<file path="src/rtl/ssbs_pkg.sv">
// Shared constants and types for the SQL statement boundary scanner.
`timescale 1ns / 1ps

package ssbs_pkg;

  localparam int unsigned DefMaxBoundaries = 64;
  localparam int unsigned DefMaxTagLen     = 16;
  localparam int unsigned DefPosWidth      = 16;

  localparam int unsigned OffsetW = 16;
  localparam int unsigned CountW  = 7;

  localparam logic [7:0] CH_NUL    = 8'h00;
  localparam logic [7:0] CH_LF     = 8'h0A;
  localparam logic [7:0] CH_CR     = 8'h0D;
  localparam logic [7:0] CH_SPACE  = 8'h20;
  localparam logic [7:0] CH_DQUOTE = 8'h22;
  localparam logic [7:0] CH_DOLLAR = 8'h24;
  localparam logic [7:0] CH_SQUOTE = 8'h27;
  localparam logic [7:0] CH_LPAREN = 8'h28;
  localparam logic [7:0] CH_RPAREN = 8'h29;
  localparam logic [7:0] CH_STAR   = 8'h2A;
  localparam logic [7:0] CH_DASH   = 8'h2D;
  localparam logic [7:0] CH_SLASH  = 8'h2F;
  localparam logic [7:0] CH_SEMI   = 8'h3B;
  localparam logic [7:0] CH_LBRACK = 8'h5B;
  localparam logic [7:0] CH_BSLASH = 8'h5C;
  localparam logic [7:0] CH_RBRACK = 8'h5D;
  localparam logic [7:0] CH_LBRACE = 8'h7B;
  localparam logic [7:0] CH_RBRACE = 8'h7D;

  localparam logic signed [7:0] DEPTH_MAX = 8'sh7F;
  localparam logic signed [7:0] DEPTH_MIN = 8'sh80;

  typedef enum logic [9:0] {
    M_NORMAL      = 10'b00_0000_0001,
    M_SLASH       = 10'b00_0000_0010,
    M_CCOMMENT    = 10'b00_0000_0100,
    M_STAR        = 10'b00_0000_1000,
    M_SQUOTE      = 10'b00_0001_0000,
    M_DQUOTE      = 10'b00_0010_0000,
    M_TAG_OPEN    = 10'b00_0100_0000,
    M_DOLLAR_BODY = 10'b00_1000_0000,
    M_TAG_CLOSE   = 10'b01_0000_0000,
    M_LINE        = 10'b10_0000_0000
  } scan_mode_t;

  function automatic logic signed [7:0] depth_up(input logic signed [7:0] d);
    depth_up = (d != DEPTH_MAX) ? d + 8'sd1 : d;
  endfunction

  function automatic logic signed [7:0] depth_down(input logic signed [7:0] d);
    depth_down = (d != DEPTH_MIN) ? d - 8'sd1 : d;
  endfunction

endpackage

</file>
<file path="src/rtl/sql_statement_boundary_scanner.sv">
// Top level: byte-wide SQL statement boundary scanner with registered result.
//
//   channel  ports                                   role
//   in       in_valid / in_ready, in_text_byte       one text byte per word
//   out      out_valid / out_ready, out_boundary,    one result word per byte
//            out_boundary_offset, out_statement_count,
//            out_text_end, out_limit_reached
//
// One byte per cycle unless out_ready stalls: scan state and output register
// both load at the accepting edge; the result word is valid the cycle after.
// The closing-tag compare uses the tag byte fetched at the previous accept.
// in_ready is high whenever the output register is empty or being drained,
// so a stalled out_ready holds at most one result and stops input.
// Reset (rst_n low, synchronous) clears the scan state and the output valid;
// the dollar-tag store is not reset and is only read after being written.
`timescale 1ns / 1ps

module sql_statement_boundary_scanner
  import ssbs_pkg::*;
#(
  parameter int unsigned MAX_BOUNDARIES = DefMaxBoundaries,
  parameter int unsigned MAX_TAG_LEN    = DefMaxTagLen,
  parameter int unsigned POS_WIDTH      = DefPosWidth
) (
  input  logic                 clk,
  input  logic                 rst_n,
  input  logic                 in_valid,
  output logic                 in_ready,
  input  logic [7:0]           in_text_byte,
  output logic                 out_valid,
  input  logic                 out_ready,
  output logic                 out_boundary,
  output logic [OffsetW-1:0]   out_boundary_offset,
  output logic [CountW-1:0]    out_statement_count,
  output logic                 out_text_end,
  output logic                 out_limit_reached
);

  localparam int unsigned CNT_W = $clog2(MAX_BOUNDARIES + 1);
  localparam int unsigned TL_W  = $clog2(MAX_TAG_LEN + 2);
  localparam int unsigned TAG_IW = (MAX_TAG_LEN > 1) ? $clog2(MAX_TAG_LEN) : 1;

  localparam logic [CNT_W-1:0] CNT_LIMIT = CNT_W'(MAX_BOUNDARIES);
  localparam logic [TL_W-1:0]  TAG_MAX   = TL_W'(MAX_TAG_LEN);

  // scan state
  scan_mode_t        mode_r, mode_nxt;
  logic [POS_WIDTH-1:0] pos_r, pos_nxt;
  logic signed [7:0] paren_r, paren_nxt;
  logic signed [7:0] brack_r, brack_nxt;
  logic signed [7:0] brace_r, brace_nxt;
  logic              esc_r, esc_nxt;
  logic              dash_r, dash_nxt;
  logic [TL_W-1:0]   tag_len_r, tag_len_nxt;
  logic [TL_W-1:0]   close_idx_r, close_idx_nxt;
  logic              mismatch_r, mismatch_nxt;
  logic [CNT_W-1:0]  count_r, count_nxt;
  logic [7:0]        tag_mem [MAX_TAG_LEN];

  // result register
  logic                 out_valid_r;
  logic                 bnd_r, bnd_nxt;
  logic [OffsetW-1:0]   off_r, off_nxt;
  logic [CountW-1:0]    scount_r, scount_nxt;
  logic                 end_r, end_nxt;
  logic                 limit_r, limit_nxt;

  logic                 accept;
  logic                 ws;
  logic                 consumed;
  scan_mode_t           mode_eff;
  logic                 tag_we;
  logic [POS_WIDTH-1:0] pos_inc;
  logic [POS_WIDTH-1:0] off_full;
  logic [POS_WIDTH+OffsetW-1:0] off_ext;
  logic [CNT_W+CountW-1:0]      cnt_ext;
  logic [7:0]           tag_rd_r;

  assign accept   = in_valid && in_ready;
  assign in_ready = !out_valid_r || out_ready;
  assign ws       = (in_text_byte == CH_SPACE) || (in_text_byte == CH_LF) ||
                    (in_text_byte == CH_CR);
  assign pos_inc  = pos_r + POS_WIDTH'(1);

  // a pending slash either opens a comment or falls back to normal context
  always_comb begin
    consumed = 1'b0;
    mode_eff = mode_r;
    if (mode_r == M_SLASH) begin
      if (in_text_byte == CH_STAR) begin
        consumed = 1'b1;
        mode_eff = M_CCOMMENT;
      end else begin
        mode_eff = M_NORMAL;
      end
    end
  end

  always_comb begin
    mode_nxt      = mode_eff;
    pos_nxt       = pos_inc;
    paren_nxt     = paren_r;
    brack_nxt     = brack_r;
    brace_nxt     = brace_r;
    esc_nxt       = 1'b0;
    dash_nxt      = 1'b0;
    tag_len_nxt   = tag_len_r;
    close_idx_nxt = close_idx_r;
    mismatch_nxt  = mismatch_r;
    count_nxt     = count_r;
    tag_we        = 1'b0;
    bnd_nxt       = 1'b0;
    off_full      = '0;
    end_nxt       = 1'b0;

    if (in_text_byte == CH_NUL) begin
      // end of text: last boundary if under the limit, then clear everything
      end_nxt = 1'b1;
      if (count_r < CNT_LIMIT) begin
        bnd_nxt   = 1'b1;
        off_full  = pos_r;
        count_nxt = count_r + CNT_W'(1);
      end
    end else if (!consumed) begin
      unique case (mode_eff)
        M_NORMAL: begin
          case (in_text_byte)
            CH_LPAREN: paren_nxt = depth_up(paren_r);
            CH_RPAREN: paren_nxt = depth_down(paren_r);
            CH_LBRACK: brack_nxt = depth_up(brack_r);
            CH_RBRACK: brack_nxt = depth_down(brack_r);
            CH_LBRACE: brace_nxt = depth_up(brace_r);
            CH_RBRACE: brace_nxt = depth_down(brace_r);
            CH_SLASH:  mode_nxt  = M_SLASH;
            CH_DQUOTE: mode_nxt  = M_DQUOTE;
            CH_SQUOTE: mode_nxt  = M_SQUOTE;
            CH_DOLLAR: begin
              mode_nxt    = M_TAG_OPEN;
              tag_len_nxt = '0;
            end
            CH_DASH: begin
              if (dash_r) mode_nxt = M_LINE;
              else dash_nxt = 1'b1;
            end
            CH_SEMI: begin
              if (paren_r == 8'sd0 && brack_r == 8'sd0 && brace_r == 8'sd0 &&
                  count_r < CNT_LIMIT) begin
                bnd_nxt   = 1'b1;
                off_full  = pos_inc;
                count_nxt = count_r + CNT_W'(1);
              end
            end
            default: ;
          endcase
        end
        M_CCOMMENT: begin
          if (in_text_byte == CH_STAR) mode_nxt = M_STAR;
        end
        M_STAR: begin
          if (in_text_byte == CH_SLASH) mode_nxt = M_NORMAL;
          else if (in_text_byte != CH_STAR) mode_nxt = M_CCOMMENT;
        end
        M_SQUOTE, M_DQUOTE: begin
          if (in_text_byte == CH_BSLASH) begin
            esc_nxt = !esc_r;
          end else if ((in_text_byte == CH_SQUOTE && mode_eff == M_SQUOTE) ||
                       (in_text_byte == CH_DQUOTE && mode_eff == M_DQUOTE)) begin
            if (!esc_r) mode_nxt = M_NORMAL;
          end
        end
        M_TAG_OPEN: begin
          if (in_text_byte == CH_DOLLAR) begin
            mode_nxt = M_DOLLAR_BODY;
          end else if (ws) begin
            mode_nxt = M_NORMAL;
          end else begin
            tag_we = (tag_len_r < TAG_MAX);
            if (tag_len_r <= TAG_MAX) tag_len_nxt = tag_len_r + TL_W'(1);
          end
        end
        M_DOLLAR_BODY: begin
          if (in_text_byte == CH_DOLLAR) begin
            mode_nxt      = M_TAG_CLOSE;
            close_idx_nxt = '0;
            mismatch_nxt  = 1'b0;
          end
        end
        M_TAG_CLOSE: begin
          if (in_text_byte == CH_DOLLAR) begin
            if (close_idx_r == tag_len_r && !mismatch_r) mode_nxt = M_NORMAL;
            else mode_nxt = M_DOLLAR_BODY;
          end else if (ws) begin
            mode_nxt = M_DOLLAR_BODY;
          end else begin
            // compare one tag byte per cycle while bytes are accepted
            if (close_idx_r < tag_len_r && close_idx_r < TAG_MAX &&
                tag_rd_r != in_text_byte) begin
              mismatch_nxt = 1'b1;
            end
            if (close_idx_r <= TAG_MAX) close_idx_nxt = close_idx_r + TL_W'(1);
          end
        end
        M_LINE: begin
          if (in_text_byte == CH_LF || in_text_byte == CH_CR) mode_nxt = M_NORMAL;
        end
        default: mode_nxt = M_NORMAL;
      endcase
    end

    off_ext    = {{OffsetW{1'b0}}, off_full};
    off_nxt    = off_ext[OffsetW-1:0];
    cnt_ext    = {{CountW{1'b0}}, count_nxt};
    scount_nxt = cnt_ext[CountW-1:0];
    limit_nxt  = (count_nxt >= CNT_LIMIT);
  end

  always_ff @(posedge clk) begin
    if (!rst_n) begin
      mode_r      <= M_NORMAL;
      pos_r       <= '0;
      paren_r     <= '0;
      brack_r     <= '0;
      brace_r     <= '0;
      esc_r       <= 1'b0;
      dash_r      <= 1'b0;
      tag_len_r   <= '0;
      close_idx_r <= '0;
      mismatch_r  <= 1'b0;
      count_r     <= '0;
    end else if (accept) begin
      if (in_text_byte == CH_NUL) begin
        mode_r      <= M_NORMAL;
        pos_r       <= '0;
        paren_r     <= '0;
        brack_r     <= '0;
        brace_r     <= '0;
        esc_r       <= 1'b0;
        dash_r      <= 1'b0;
        tag_len_r   <= '0;
        close_idx_r <= '0;
        mismatch_r  <= 1'b0;
        count_r     <= '0;
      end else begin
        mode_r      <= mode_nxt;
        pos_r       <= pos_nxt;
        paren_r     <= paren_nxt;
        brack_r     <= brack_nxt;
        brace_r     <= brace_nxt;
        esc_r       <= esc_nxt;
        dash_r      <= dash_nxt;
        tag_len_r   <= tag_len_nxt;
        close_idx_r <= close_idx_nxt;
        mismatch_r  <= mismatch_nxt;
        count_r     <= count_nxt;
      end
    end
  end

  // fetch the tag byte that the next closing-tag byte is compared against
  always_ff @(posedge clk) begin
    if (accept && tag_we) begin
      tag_mem[tag_len_r[TAG_IW-1:0]] <= in_text_byte;
    end
    if (accept) begin
      tag_rd_r <= tag_mem[close_idx_nxt[TAG_IW-1:0]];
    end
  end

  // result register: load on accept, drop when taken
  always_ff @(posedge clk) begin
    if (!rst_n) begin
      out_valid_r <= 1'b0;
    end else if (accept) begin
      out_valid_r <= 1'b1;
    end else if (out_ready) begin
      out_valid_r <= 1'b0;
    end
  end

  always_ff @(posedge clk) begin
    if (accept) begin
      bnd_r    <= bnd_nxt;
      off_r    <= off_nxt;
      scount_r <= scount_nxt;
      end_r    <= end_nxt;
      limit_r  <= limit_nxt;
    end
  end

  assign out_valid           = out_valid_r;
  assign out_boundary        = bnd_r;
  assign out_boundary_offset = off_r;
  assign out_statement_count = scount_r;
  assign out_text_end        = end_r;
  assign out_limit_reached   = limit_r;

endmodule
</file>
<file path="config.mk">
export PLATFORM = sky130hd
export DESIGN_NAME = sql_statement_boundary_scanner
export DESIGN_NICKNAME = d
export VERILOG_FILES = /design/src/rtl/ssbs_pkg.sv /design/src/rtl/sql_statement_boundary_scanner.sv
export SDC_FILE = /design/constraint.sdc
export NUM_CORES = 1
export LEC_CHECK = 0
export ABC_CLOCK_PERIOD_IN_PS = 5300
export BUFFER_PORTS_ARGS = -buffer_cell sky130_fd_sc_hd__buf_4
export CORE_ASPECT_RATIO = 0.5
export CORE_MARGIN = 5
export CORE_UTILIZATION = 65
export DETAILED_ROUTE_END_ITERATION = 8
export PLACE_DENSITY = 0.83
export SLEW_MARGIN = 20
export SYNTH_ARGS = -nofsm -noshare
export SYNTH_HDL_FRONTEND = slang
export SYNTH_SLANG_ARGS = --single-unit
</file>
<file path="constraint.sdc">
create_clock -name clk -period 5.3 [get_ports clk]
set_clock_uncertainty 0.2 [all_clocks]
set_input_delay 0.265 -clock clk [delete_from_list [all_inputs] [get_ports clk]]
set_output_delay 0.265 -clock clk [all_outputs]
set_load 0.05 [all_outputs]
</file>
# == Word level (Yosys, flattened, before mapping) ==
# Memory sizes are Yosys's and may differ from the RTL's. A register that Yosys moved wholly into a read port is not among the register bits.
# Index checks and enable logic that the tools add are counted.
# op_classes
add_sub_neg,10
muxes,101
reduce_logical,36
magnitude_cmp,7
eq_ne,52
# op_table
cell,count
10-bit 2-to-1 mux,16
8-bit 2-to-1 mux,16
16-bit 2-to-1 mux,7
8-bit by 6-bit == test with 1-bit output (second input constant),10
10-bit case mux with 8 select lines,1
5-bit 2-to-1 mux,13
10-bit case mux with 5 select lines,1
7-bit 2-to-1 mux,7
8-bit != test (second input constant),6
8-bit case mux with 2 select lines,3
3-bit != test (second input constant),15
8-bit by 7-bit == test with 1-bit output (second input constant),5
1-bit 2-to-1 mux,33
8-bit logical NOT,4
8-bit by 2-bit adder with 8-bit output (second input constant),3
8-bit by 2-bit subtractor with 8-bit output (second input constant),3
7-bit AND reduction,3
5-bit case mux with 2 select lines,2
6-bit AND reduction,3
16-bit by 1-bit adder with 16-bit output (second input constant),1
8-bit by 4-bit == test with 1-bit output (second input constant),2
3-bit nonzero test,5
5-bit by 1-bit adder with 5-bit output (second input constant),2
10-bit by 1-bit == test with 1-bit output (second input constant),1
other kinds (26),44
# totals
mem_count,1
word_cells,225
input_bits,12
ff_bits,97
ram_bits,128
output_inout_bits,28
# mem_list
name,depth,word_bits,rd,rd_ports_with_merged_regs,wr,line_no,rtl
tag_mem,16,8,1,1,1,sql_statement_boundary_scanner.sv:58,logic [7:0] tag_mem [MAX_TAG_LEN];

# == Longest topological paths before layout ==
# Gate-level depths: netlist of the first run.
# depth
ltp_word,11
depth_mapped,13
ltp_nobuf,12

# == Worst setup path before layout of the first run ==
# No wires, ideal clock.
# synth_timing
kind,input -> register
from,in in_text_byte[0]
to,reg brack_r[7]
path_buffers,1
setup_time_ns,0.074
arrival_ns,3.246
stages,13
slack_ns,1.780
required_ns,5.026
cell_sequence,clkbuf_1 nor2b_1 nand3_1 nor2_1 ha_1 a21o_1 a21oi_1 o21bai_1 a2111oi_0 nor3_1 xnor2_1 or4_1 a31oi_1
# synth_via
elab_chain_len,6
elab_cells_between_ends,19
classes_between,eq/ne: 7; mux: 8; reduce/logical: 4
# synth_lines
element,line_no,rtl
"start, declared",sql_statement_boundary_scanner.sv:29,"input logic [7:0] in_text_byte,"
8-bit by 6-bit == test with 1-bit output,sql_statement_boundary_scanner.sv:90,if (in_text_byte == CH_STAR) begin
3-bit 2-to-1 mux,sql_statement_boundary_scanner.sv:90,
10-bit 2-to-1 mux,sql_statement_boundary_scanner.sv:89,if (mode_r == M_SLASH) begin
10-bit by 1-bit == test with 1-bit output,sql_statement_boundary_scanner.sv:125,unique case (mode_eff)
2-bit nonzero test (no source line),n/a,
6-bit AND reduction (no source line),n/a,
"end signal, assigned",sql_statement_boundary_scanner.sv:247,brack_r <= brack_nxt;
"end, declared",sql_statement_boundary_scanner.sv:50,"logic signed [7:0] brack_r, brack_nxt;"
# Several ways; a longest one is shown, not always the timed one. The select of a mux whose other input is x is not followed.
# A chain may end at the register's enable or synchronous reset.

# == Worst setup path after layout of the first run ==
# layout_timing
from,in in_text_byte[7]
to,"reg tag_rd_r[1], read port of tag_mem (data pin)"
# layout_via
elab_chain_len,8
elab_cells_between_ends,20
classes_between,eq/ne: 7; mux: 10; reduce/logical: 3
# layout_lines
element,line_no,rtl
branches (longest 7 deep; another with 10-bit 2-to-1 mux),n/a,
5-bit 2-to-1 mux (*),sql_statement_boundary_scanner.sv:116,if (in_text_byte == CH_NUL) begin
"end, declared",sql_statement_boundary_scanner.sv:77,logic [7:0] tag_rd_r;
# Mark *: on every way between the ends. The select of a mux whose other input is x is not followed.

==> qor.yml, run 1 <==
period_share_pct: 87.3
p_per_area_nw_per_um2: 274
ioPinCount: 40
max-cap-violations: 0
dr_wl_met3_um: 2300
rsz0062_at_grt: "no"
dp_hpwl_um: 18700
grt_pass1_wl_um: 46100
clk_pin_slew_ns: 0.07
tns_ns: 0
cts_tree: "done"
design.core.area_um2: 18200
syn_inst: 1122
layout_commonest_cell: "edfxtp_1"
crit_cells: 13
cp_max_fo: 64
worst_pin_slew_ns: 1.04
via_per_inst: 6.48
holdPathStages: 1
wl_um: 28400
synth_compound_area_share_pct: 15.0
num-nets-final: 1185
diodes: 0
dieArea_um2: 21300
synth_warnings: 0
dr.pass1.iters: 5
clkPwrFrac_pct: 40.2
ys.flop_type: "edfxtp_1"
clk_latency_ns: 0.50
ys_seq_area_share_pct: 52.5
cts_setup_buffers: 0
grt-ovfl-total: 0
p_int_mw: 2.78
cp_num_buf_inv: 5
crit_chain: "dlygate4sd3_1 > buf_4 > nor3_1 > nand3_1 > buf_4 > inv_1 > nor2_1 > a31oi_2 > or2_2 > buf_12 > mux2_2 > a2bb2oi_1 > and4_1"
crit_required_ns: 5.36
post_cts_resized: 0
min_to: "tag_mem[14][3]$_DFFE_PP_"
p_seq_share_pct: 54.7
start_util_pct: 65.4
synth_xor_area_share_pct: 2.42
hold_start: "in_text_byte[3]"
cts_root_buffer: "clkbuf_16"
synth-simple-area-share_pct: 19.3
grt_max_degree: 65
power.leakage_nw: 4.69
worstSetupPathType: "input port to flop"
final_cell_mix: "161 x edfxtp_1, 100 x nand2_1, 76 x nor2_1"
port_buffers: 39
cts.path.max_buffers: 3
max-vdd-ir-drop_uv: 303
synth_top_family_by_area: "simple AND/OR/NAND/NOR gates"
finalHoldViolCount: 0
yosysUniqueCellTypes: 77
die_width_um: 202
synth.net_count: 1169
syn_area_um2: 11900
wl_met1_um: 12200
period_needed_ns: 4.63
gr-usage-all-layers_pct: 26.6
cp_slowest_cell: "a31oi_2"
path_delay_family: "buffers and inverters"
ys_ff_latch: 232
antenna_found_initial: 0
max_freq_mhz: 216
place_area_um2: 12300
syn_avg_cell_area_um2: 10.6
switching_share_pct: 22.3
drive_gt1_share_pct: 9.38
r2r-start: "close_idx_r[0]$_SDFFE_PN0P_"
cts_max_level: 1
setup_viol: 0
synthArstFlopShare_pct: 0
cp_common_cell: "buf_4"
hp-class: "input port to flop"
highest-signal-layer: "met4"
numCtsBuffers: 21
ctsHoldBuffers: 8
yosysTopAreaCell: "edfxtp_1"
drc_errors: 0
die_height_um: 106
clock_sinks: 232
slowest_delay_ns: 0.73
met2_length_um: 13300
synth_edf_count: 161
synth_fa_ha_area_share_pct: 3.86
rr_endpoint: "tag_rd_r[2]$_DFFE_PP_"
worst_setup_path_start_kind: "input port"
setup_ws_ns: 0.672
fin_area_um2: 13000
postRouteAntennaNets: 0
netlist_top_cells_area: "edfxtp_1 41%, dfxtp_1 12%, ha_1 3.4%"
power_switching_mw: 0.798
synth.area.mux_share_pct: 3.37
comb_power_share_pct: 5.1
gp_congestion: 0.937
drtIter0Drc: 791
syn_to_final_growth_pct: 9.38
grt_pass1_vias: 8739
report.final.slew_viol_count: 0
maxSlewHeadroom_pct: 30.1
reg2regPathDepth: 10
routed-via-count: 9015
r2r_slack_ns: 1.43
wl_per_cell_um: 20.4
rows: 35
synth_top_area_share_pct: 40.6
worstSetupEndpointType: "flop"
pre_cts_ws_ns: 0.821
status: "completed"
arrival_ns: 4.69
## synth_stat cells, types with 21 or more instances
| cell type | count |
|---|---|
| o21ai_0 | 48 |
| inv_1 | 21 |
| a211oi_1 | 25 |
| nor3_1 | 36 |
| dfxtp_1 | 71 |
| edfxtp_1 | 161 |
| clkbuf_1 | 48 |
| a21oi_1 | 45 |
| mux2i_1 | 30 |
| ha_1 | 32 |
| nand2_1 | 100 |
| nand3_1 | 32 |
| nor2b_1 | 38 |
| nor2_1 | 76 |
## stage by stage
step / util, % / total power, mW / cells / hold WS, ns
finish: 71.6 / 3.57 / 1392 / 0.0160
global route: 71.6 / 3.68 / 1392 / 0.0105
CTS: 71.6 / 3.59 / 1392 / 0.00238
detailed placement: 67.7 / 2.17 / 1347 / 0.293
global placement: 67.7 / 2.17 / 1347 / 0.262
floorplan: - / 2.10 / 1122 / 0.164
## cell families after synthesis
group | count (synthesis)
buf+inv | 94
mux | 39
xor+xnor | 33
compound gates | 263
fa+ha+maj | 35
simple gates | 426
flops | 232
## per-layer routing
layer | vias up | track usage, %
met5 | - | 0
met4 | 0 | 5.51
met3 | 51 | 4.40
met2 | 394 | 44.2
met1 | 4306 | 37.4
li1 | 4264 | -
## power by group through the flow
stage,Combinational [mW],Clock [mW],Sequential [mW]
6_report,0.183,1.44,1.95
3_3_place_gp,0.173,0,1.99
2_1_floorplan,0.0785,0,2.03
5_1_grt,0.195,1.53,1.95
4_1_cts,0.181,1.45,1.95
3_5_place_dp,0.176,0,1.99
## cell type report
cell class / instances / area [um^2]
Tap cell: 240 / 300
Sequential cell: 232 / 6260
Clock inverter: 6 / 37.5
Fill cell: 1312 / 5180
Timing Repair Buffer: 66 / 528
Clock buffer: 31 / 593
Inverter: 21 / 78.8
Multi-Input combinational cell: 796 / 5240
## flip-flops by register name (all words and copies together), names as in the netlist
register,count
mismatch_r,1
tag_len_r,5
tag_rd_r,8
count_r,7
tag_mem,128
esc_r,1
dash_r,1
paren_r,8
out_text_end,1
out_boundary_offset,16
out_statement_count,7
pos_r,16
out_valid,1
brace_r,8
mode_r,10
out_boundary,1
close_idx_r,5
brack_r,8
## worst max path at each step
stage	from	to	slack [ns]
floorplan	in_text_byte[0]	brack_r[7]$_SDFFE_PN0P_	1.78
global placement	in_text_byte[7]	tag_rd_r[7]$_DFFE_PP_	0.91
detailed placement	in_text_byte[7]	tag_rd_r[2]$_DFFE_PP_	0.82
CTS	in_text_byte[7]	tag_rd_r[3]$_DFFE_PP_	0.79
global route	in_text_byte[4]	brack_r[7]$_SDFFE_PN0P_	0.30
finish	in_text_byte[7]	tag_rd_r[1]$_DFFE_PP_	0.67
No activity file was read; power rests on OpenSTA's default activity.
==> inputs of run 2 (changes only) <==
- ABC_AREA: default -> 1
==> qor.yml, run 2 <==
grt_pass1_wl_um: 50300  # +9.1%
cts_root_buffer: "clkbuf_16"
netlist_top_cells_area: "edfxtp_1 39%, dfxtp_1 11%, nand2_1 9.1%"
synth_top_area_share_pct: 39.0  # -1.6 points
rows: 35  # unchanged
drc_errors: 0  # unchanged
design.core.area_um2: 18600  # +1.9%
period_needed_ns: 3.96  # -0.665 ns
ys_seq_area_share_pct: 50.4  # -2.1 points
drive_gt1_share_pct: 8.35  # -1.0 points
routed-via-count: 10500  # +16%
port_buffers: 39  # unchanged
worstSetupEndpointType: "flop"
cp_slowest_cell: "nor2_1"
maxSlewHeadroom_pct: 36.4  # +6.3 points
clk_pin_slew_ns: 0.06  # about the same
ctsHoldBuffers: 10  # +2
ys.flop_type: "edfxtp_1"
hold_slack_ns: 0.124  # +0.108 ns
crit_required_ns: 5.24  # -0.12 ns
synthArstFlopShare_pct: 0  # unchanged
clk_latency_ns: 0.51  # about the same
wl_um: 30400  # +7.3%
cp_common_cell: "nand2_4"
n_fill_cell: 1352  # +3.0%
wl_per_cell_um: 17.2  # -16%
yosysTopAreaCell: "edfxtp_1"
largest_register_ffs: 128  # unchanged
slowest_delay_ns: 0.61  # -0.12 ns
synth_edf_count: 161  # unchanged
syn_avg_cell_area_um2: 8.46  # -20%
cts.path.max_buffers: 3  # unchanged
max-cap-violations: 0  # unchanged
power.leakage_nw: 5.54  # +18%
status: "completed"
gp_congestion: 0.903  # -3.6%
cts_tree: "done"
setup_viol: 0  # unchanged
finalHoldViolCount: 0  # unchanged
synth.net_count: 1514  # +30%
p_per_area_nw_per_um2: 270  # -1.4%
final_cell_mix: "301 x nand2_1, 198 x nand3_1, 187 x inv_1"
dr.pass1.iters: 7  # +2
grt_max_degree: 66  # +1.5%
worstSetupPathType: "input port to flop"
via_per_inst: 5.93  # -8.5%
diodes: 0  # unchanged
syn_inst: 1467  # +31%
grt_pass1_vias: 10300  # +18%
num-nets-final: 1541  # +30%
dp_hpwl_um: 20200  # +7.7%
yosysMostFrequentCell: "nand2_1"
max_freq_mhz: 252  # +17%
drtIter0Drc: 1073  # +36%
synth_warnings: 0  # unchanged
postRouteAntennaNets: 0  # unchanged
ioPinCount: 40  # unchanged
hp-class: "input port to flop"
report.final.slew_viol_count: 0  # unchanged
worst_setup_path_start_kind: "input port"
numCtsBuffers: 21  # unchanged
clock_sinks: 232  # unchanged
dieArea_um2: 22100  # +3.8%
post_cts_resized: 0  # unchanged
cp_max_fo: 19  # -70%
gr-usage-all-layers_pct: 28.0  # +1.4 points
max-vdd-ir-drop_uv: 202  # -33%
syn_area_um2: 12400  # +4.1%
die_width_um: 205  # +1.9%
antenna_found_initial: 0  # unchanged
grt-ovfl-total: 0  # unchanged
cts_max_level: 1  # unchanged
syn_to_final_growth_pct: 8.86
arrival_ns: 3.90  # -0.79 ns
start_util_pct: 66.8  # +1.4 points
worst_pin_slew_ns: 0.951  # -0.0941 ns
cts_setup_buffers: 0  # unchanged
die_height_um: 108  # +1.8%
ys_ff_latch: 232  # unchanged
tns_ns: 0  # unchanged
crit_chain: "dlygate4sd3_1 > buf_4 > inv_2 > nor2_2 > nand2_2 > nor2_8 > nand2_4 > nand2_4 > nand2_4 > nor2_8 > nand2_1 > nor3_1 > nor3b_1 > nand2_1 > nor2_1"
layout_commonest_cell: "nand2_1"
rsz0062_at_grt: "no"
yosysUniqueCellTypes: 50  # -35%
synthTopCellsByCount: "301 x nand2_1, 198 x nand3_1, 188 x inv_1"
period_share_pct: 74.8  # -13 points
## run 2: changes by cell type in the layout (fill, tap and decap cells not counted), sizes merged, moves of 19 or more
cell / change
a21oi: +60
and3: -19
inv: +175
mux2i: -30
nand2: +209
nand3: +170
nor2: +48
nor2b: -38
## run 2: area by class of cell
class	instances	area (um^2)	area share [%]
Clock inverter	8	42.5	0.315
Inverter	196	736	5.45
Sequential cell	232	6260	46.3
Multi-Input combinational cell	984	5090	37.7
Tap cell	259	324	2.40
Timing Repair Buffer	59	468	3.46
Clock buffer	30	591	4.37
## run 2: per-layer routing
| metal | track usage [%] | up-vias | wire (um) |
|---|---|---|---|
| li1 | - | 5026 | - |
| met1 | 37.7 | 4868 | 12700 |
| met2 | 46.9 | 498 | 14200 |
| met3 | 4.21 | 85 | 2530 |
| met4 | 9.84 | 0 | 1010 |
| met5 | 0 | - | 0 |
## run 2: kinds of logic after synthesis
group,synth area share (%)
adders and majority gates,3.71
xor gates and xnor gates,1.41
AOI/OAI and AO/OA,10.2
DFF,50.4
and+or+nand+nor,25.6
buffers and inverters,8.55
muxes,0.0907
## run 2: power breakdown
group | switching [mW] | total [mW] | internal, mW | leakage [nW]
clock network | 0.655 | 1.43 | 0.780 | 0.308
logic | 0.172 | 0.236 | 0.0647 | 3.18
registers | 0.0196 | 1.98 | 1.96 | 2.06
## run 2: metrics by stage
stage | setup WS [ns] | total power [mW] | utilization [%] | area, um^2 | cells
global route | 1.02 | 3.77 | 72.7 | 13500 | 1768
floorplan | 1.97 | 2.16 | - | 12400 | 1467
detailed placement | 1.39 | 2.24 | 68.8 | 12800 | 1720
global placement | 1.54 | 2.24 | 68.8 | 12800 | 1720
finish | 1.34 | 3.65 | 72.7 | 13500 | 1768
CTS | 1.36 | 3.66 | 72.7 | 13500 | 1768
## run 2: final timing paths
kind / start / to / slack (ns) / cells after the start
worst max register to register: mode_r[9]$_SDFFE_PN0P_ / tag_mem[5][7]$_DFFE_PP_ / 1.59 / 12
worst min-delay path: in_valid / out_valid$_SDFFE_PN0P_ / 0.12 / 4
worst min register to register: mismatch_r$_SDFFE_PN0P_ / mismatch_r$_SDFFE_PN0P_ / 0.25 / 2
worst max-delay path: in_text_byte[5] / tag_mem[5][7]$_DFFE_PP_ / 1.34 / 15
## run 2: critical path, delay by kind of cell
kind	cells	cell delay (ns)
buffers and inverters	3	0.89
and+or+nand+nor	12	2.75
==> inputs of run 3 (changes only) <==
- ABC_CLOCK_PERIOD_IN_PS: 5300 -> 3500
- CORE_UTILIZATION: 65 -> 57
- PLACE_DENSITY: 0.83 -> 0.77
- clock period: 5.3 -> 3.5 ns (I/O delays scaled with it)
==> qor.yml, run 3 (synthesis results as in run 2) <==
period_share_pct: 89.6
cp_common_cell: "nand2_1"
switching_share_pct: 23.1  # -0.032 points
grt_max_degree: 65  # -1.5%
slowest_delay_ns: 0.54  # -0.07 ns
clock_sinks: 232  # unchanged
cts_tree: "done"
syn_to_final_growth_pct: 15.3
dieArea_um2: 25000  # +13%
dp_hpwl_um: 22100  # +9.7%
drtIter0Drc: 1286  # +20%
maxSlewHeadroom_pct: 53.0  # +17 points
cts_setup_buffers: 0  # unchanged
finalHoldViolCount: 0  # unchanged
num-nets-final: 1621  # +5.2%
cp_slowest_cell: "dlygate4sd3_1"
gr-usage-all-layers_pct: 26.0  # -2.0 points
cp_max_fo: 19  # unchanged
clk_pin_slew_ns: 0.07  # about the same
tns_ns: 0  # unchanged
hold_slack_ns: 0.0884  # -0.0357 ns
wl_per_cell_um: 17.2  # -0.21%
crit_chain: "dlygate4sd3_1 > buf_4 > buf_4 > nor2_1 > inv_1 > nor3_1 > inv_1 > nor2_4 > ha_1 > nand2_1 > nor2_1 > a211oi_1 > nor2_1 > o21ai_0 > nand2_1 > nand2_1 > nand2_1 > a21oi_1 > a21oi_1 > o211ai_1 > a21oi_1"
report.final.slew_viol_count: 0  # unchanged
diodes: 0  # unchanged
rows: 38  # +8.6%
setup_viol: 0  # unchanged
worstSetupPathType: "input port to flop"
design.core.area_um2: 21500  # +16%
drc_errors: 0  # unchanged
p_seq_share_pct: 52.1  # -2.1 points
cts.path.max_buffers: 3  # unchanged
postRouteAntennaNets: 0  # unchanged
rsz0062_at_grt: "no"
arrival_ns: 3.31  # -0.59 ns
die_height_um: 114  # +6.2%
clkPwrFrac_pct: 41.2  # +1.9 points
grt_pass1_vias: 10400  # +1.3%
crit_required_ns: 3.67  # -1.57 ns
worst_pin_slew_ns: 0.704  # -0.247 ns
power_switching_mw: 1.33  # +57%
wl_um: 32500  # +6.7%
via_per_inst: 5.70  # -3.8%
period_needed_ns: 3.14
die_width_um: 219  # +6.5%
worst_setup_path_start_kind: "input port"
port_buffers: 39  # unchanged
p_int_mw: 4.42  # +58%
gp_congestion: 0.963  # +6.6%
clk_latency_ns: 0.52  # about the same
power.leakage_nw: 6.00  # +8.2%
drive_gt1_share_pct: 13.5  # +5.1 points
max-cap-violations: 0  # unchanged
hp-class: "input port to flop"
largest_register_ffs: 128  # unchanged
cts_root_buffer: "clkbuf_16"
final_cell_mix: "301 x nand2_1, 198 x nand3_1, 187 x inv_1"
max-vdd-ir-drop_uv: 300  # +49%
start_util_pct: 57.6  # -9.2 points
comb_power_share_pct: 6.8  # +0.3 points
routed-via-count: 10800  # +2.8%
max_freq_mhz: 319
grt-ovfl-total: 0  # unchanged
grt_pass1_wl_um: 52800  # +4.8%
dr.pass1.iters: 6  # -1
p_per_area_nw_per_um2: 402  # +49%
worstSetupEndpointType: "flop"
cts_max_level: 1  # unchanged
status: "completed"
ioPinCount: 40  # unchanged
numCtsBuffers: 22  # +4.8%
antenna_found_initial: 0  # unchanged
layout_commonest_cell: "nand2_1"
==> run 3: changes by cell type in the layout (fill, tap and decap cells not counted), sizes merged <==
cell,previous run,this run
buf,49,127
dlygate4sd3,10,11
clkbuf,30,31
inv,197,196
clkinv,6,7
clkinvlp,1,2
==> run 3: final cells by class <==
| cell class | instances | area (um^2) |
|---|---|---|
| Tap cell | 300 | 375 |
| Multi-Input combinational cell | 984 | 5110 |
| Timing Repair Buffer | 138 | 1110 |
| Sequential cell | 232 | 6260 |
| Clock inverter | 9 | 60.1 |
| Inverter | 196 | 736 |
| Fill cell | 1652 | 7230 |
| Clock buffer | 31 | 666 |
==> run 3: worst paths after layout <==
kind	start	end	slack, ns	depth (start not counted)
min reg2reg	mismatch_r$_SDFFE_PN0P_	mismatch_r$_SDFFE_PN0P_	0.26	2
min	in_text_byte[6]	tag_mem[5][6]$_DFFE_PP_	0.09	3
max reg2reg	mode_r[6]$_SDFFE_PN0P_	tag_mem[4][6]$_DFFE_PP_	0.37	16
max	in_text_byte[7]	brack_r[7]$_SDFFE_PN0P_	0.36	21
==> run 3: critical path: cells and delay by family <==
kind / cells / cell delay (ns)
AOI/OAI and AO/OA: 6 / 0.84
adders and majority gates: 1 / 0.30
buffers and inverters: 5 / 1.13
and+or+nand+nor: 9 / 0.85
==> run 3: power by group through the flow <==
stage	clock network, mW	logic [mW]	registers [mW]
after floorplan	0	0.168	3.11
after global placement	0	0.363	3.05
after detailed placement	0	0.372	3.05
after CTS	2.40	0.384	3.00
after global routing	2.52	0.420	3.00
final	2.37	0.389	3.00
==> run 3: routing by layer <==
layer / vias to the layer above / part of all wire, % / global-route usage (%)
met5: - / 0 / 0
met2: 473 / 48 / 44.7
met1: 5052 / 42 / 34.5
met3: 65 / 7.8 / 4.12
li1: 5181 / - / -
met4: 0 / 2.5 / 7.73
==> run 3: metrics by stage <==
step           instance area, um^2  setup WS (ns)  power [mW]  std cells  utilization [%]
3_3_place_gp                 13500          0.229        3.42       1839             62.5
3_5_place_dp                 13500          0.176        3.43       1839             62.5
4_1_cts                      14300          0.132        5.78       1890             66.4
6_report                     14300          0.363        5.75       1890             66.5
5_1_grt                      14300         0.0461        5.94       1890             66.5
2_1_floorplan                12400          0.165        3.27       1467                -
==> run 3: what timing repair did <==
item,CTS,global route
endpoints found under the setup margin,0,1
endpoints found under the hold margin,146,0
hold buffers,11,0
resized for setup,0,2
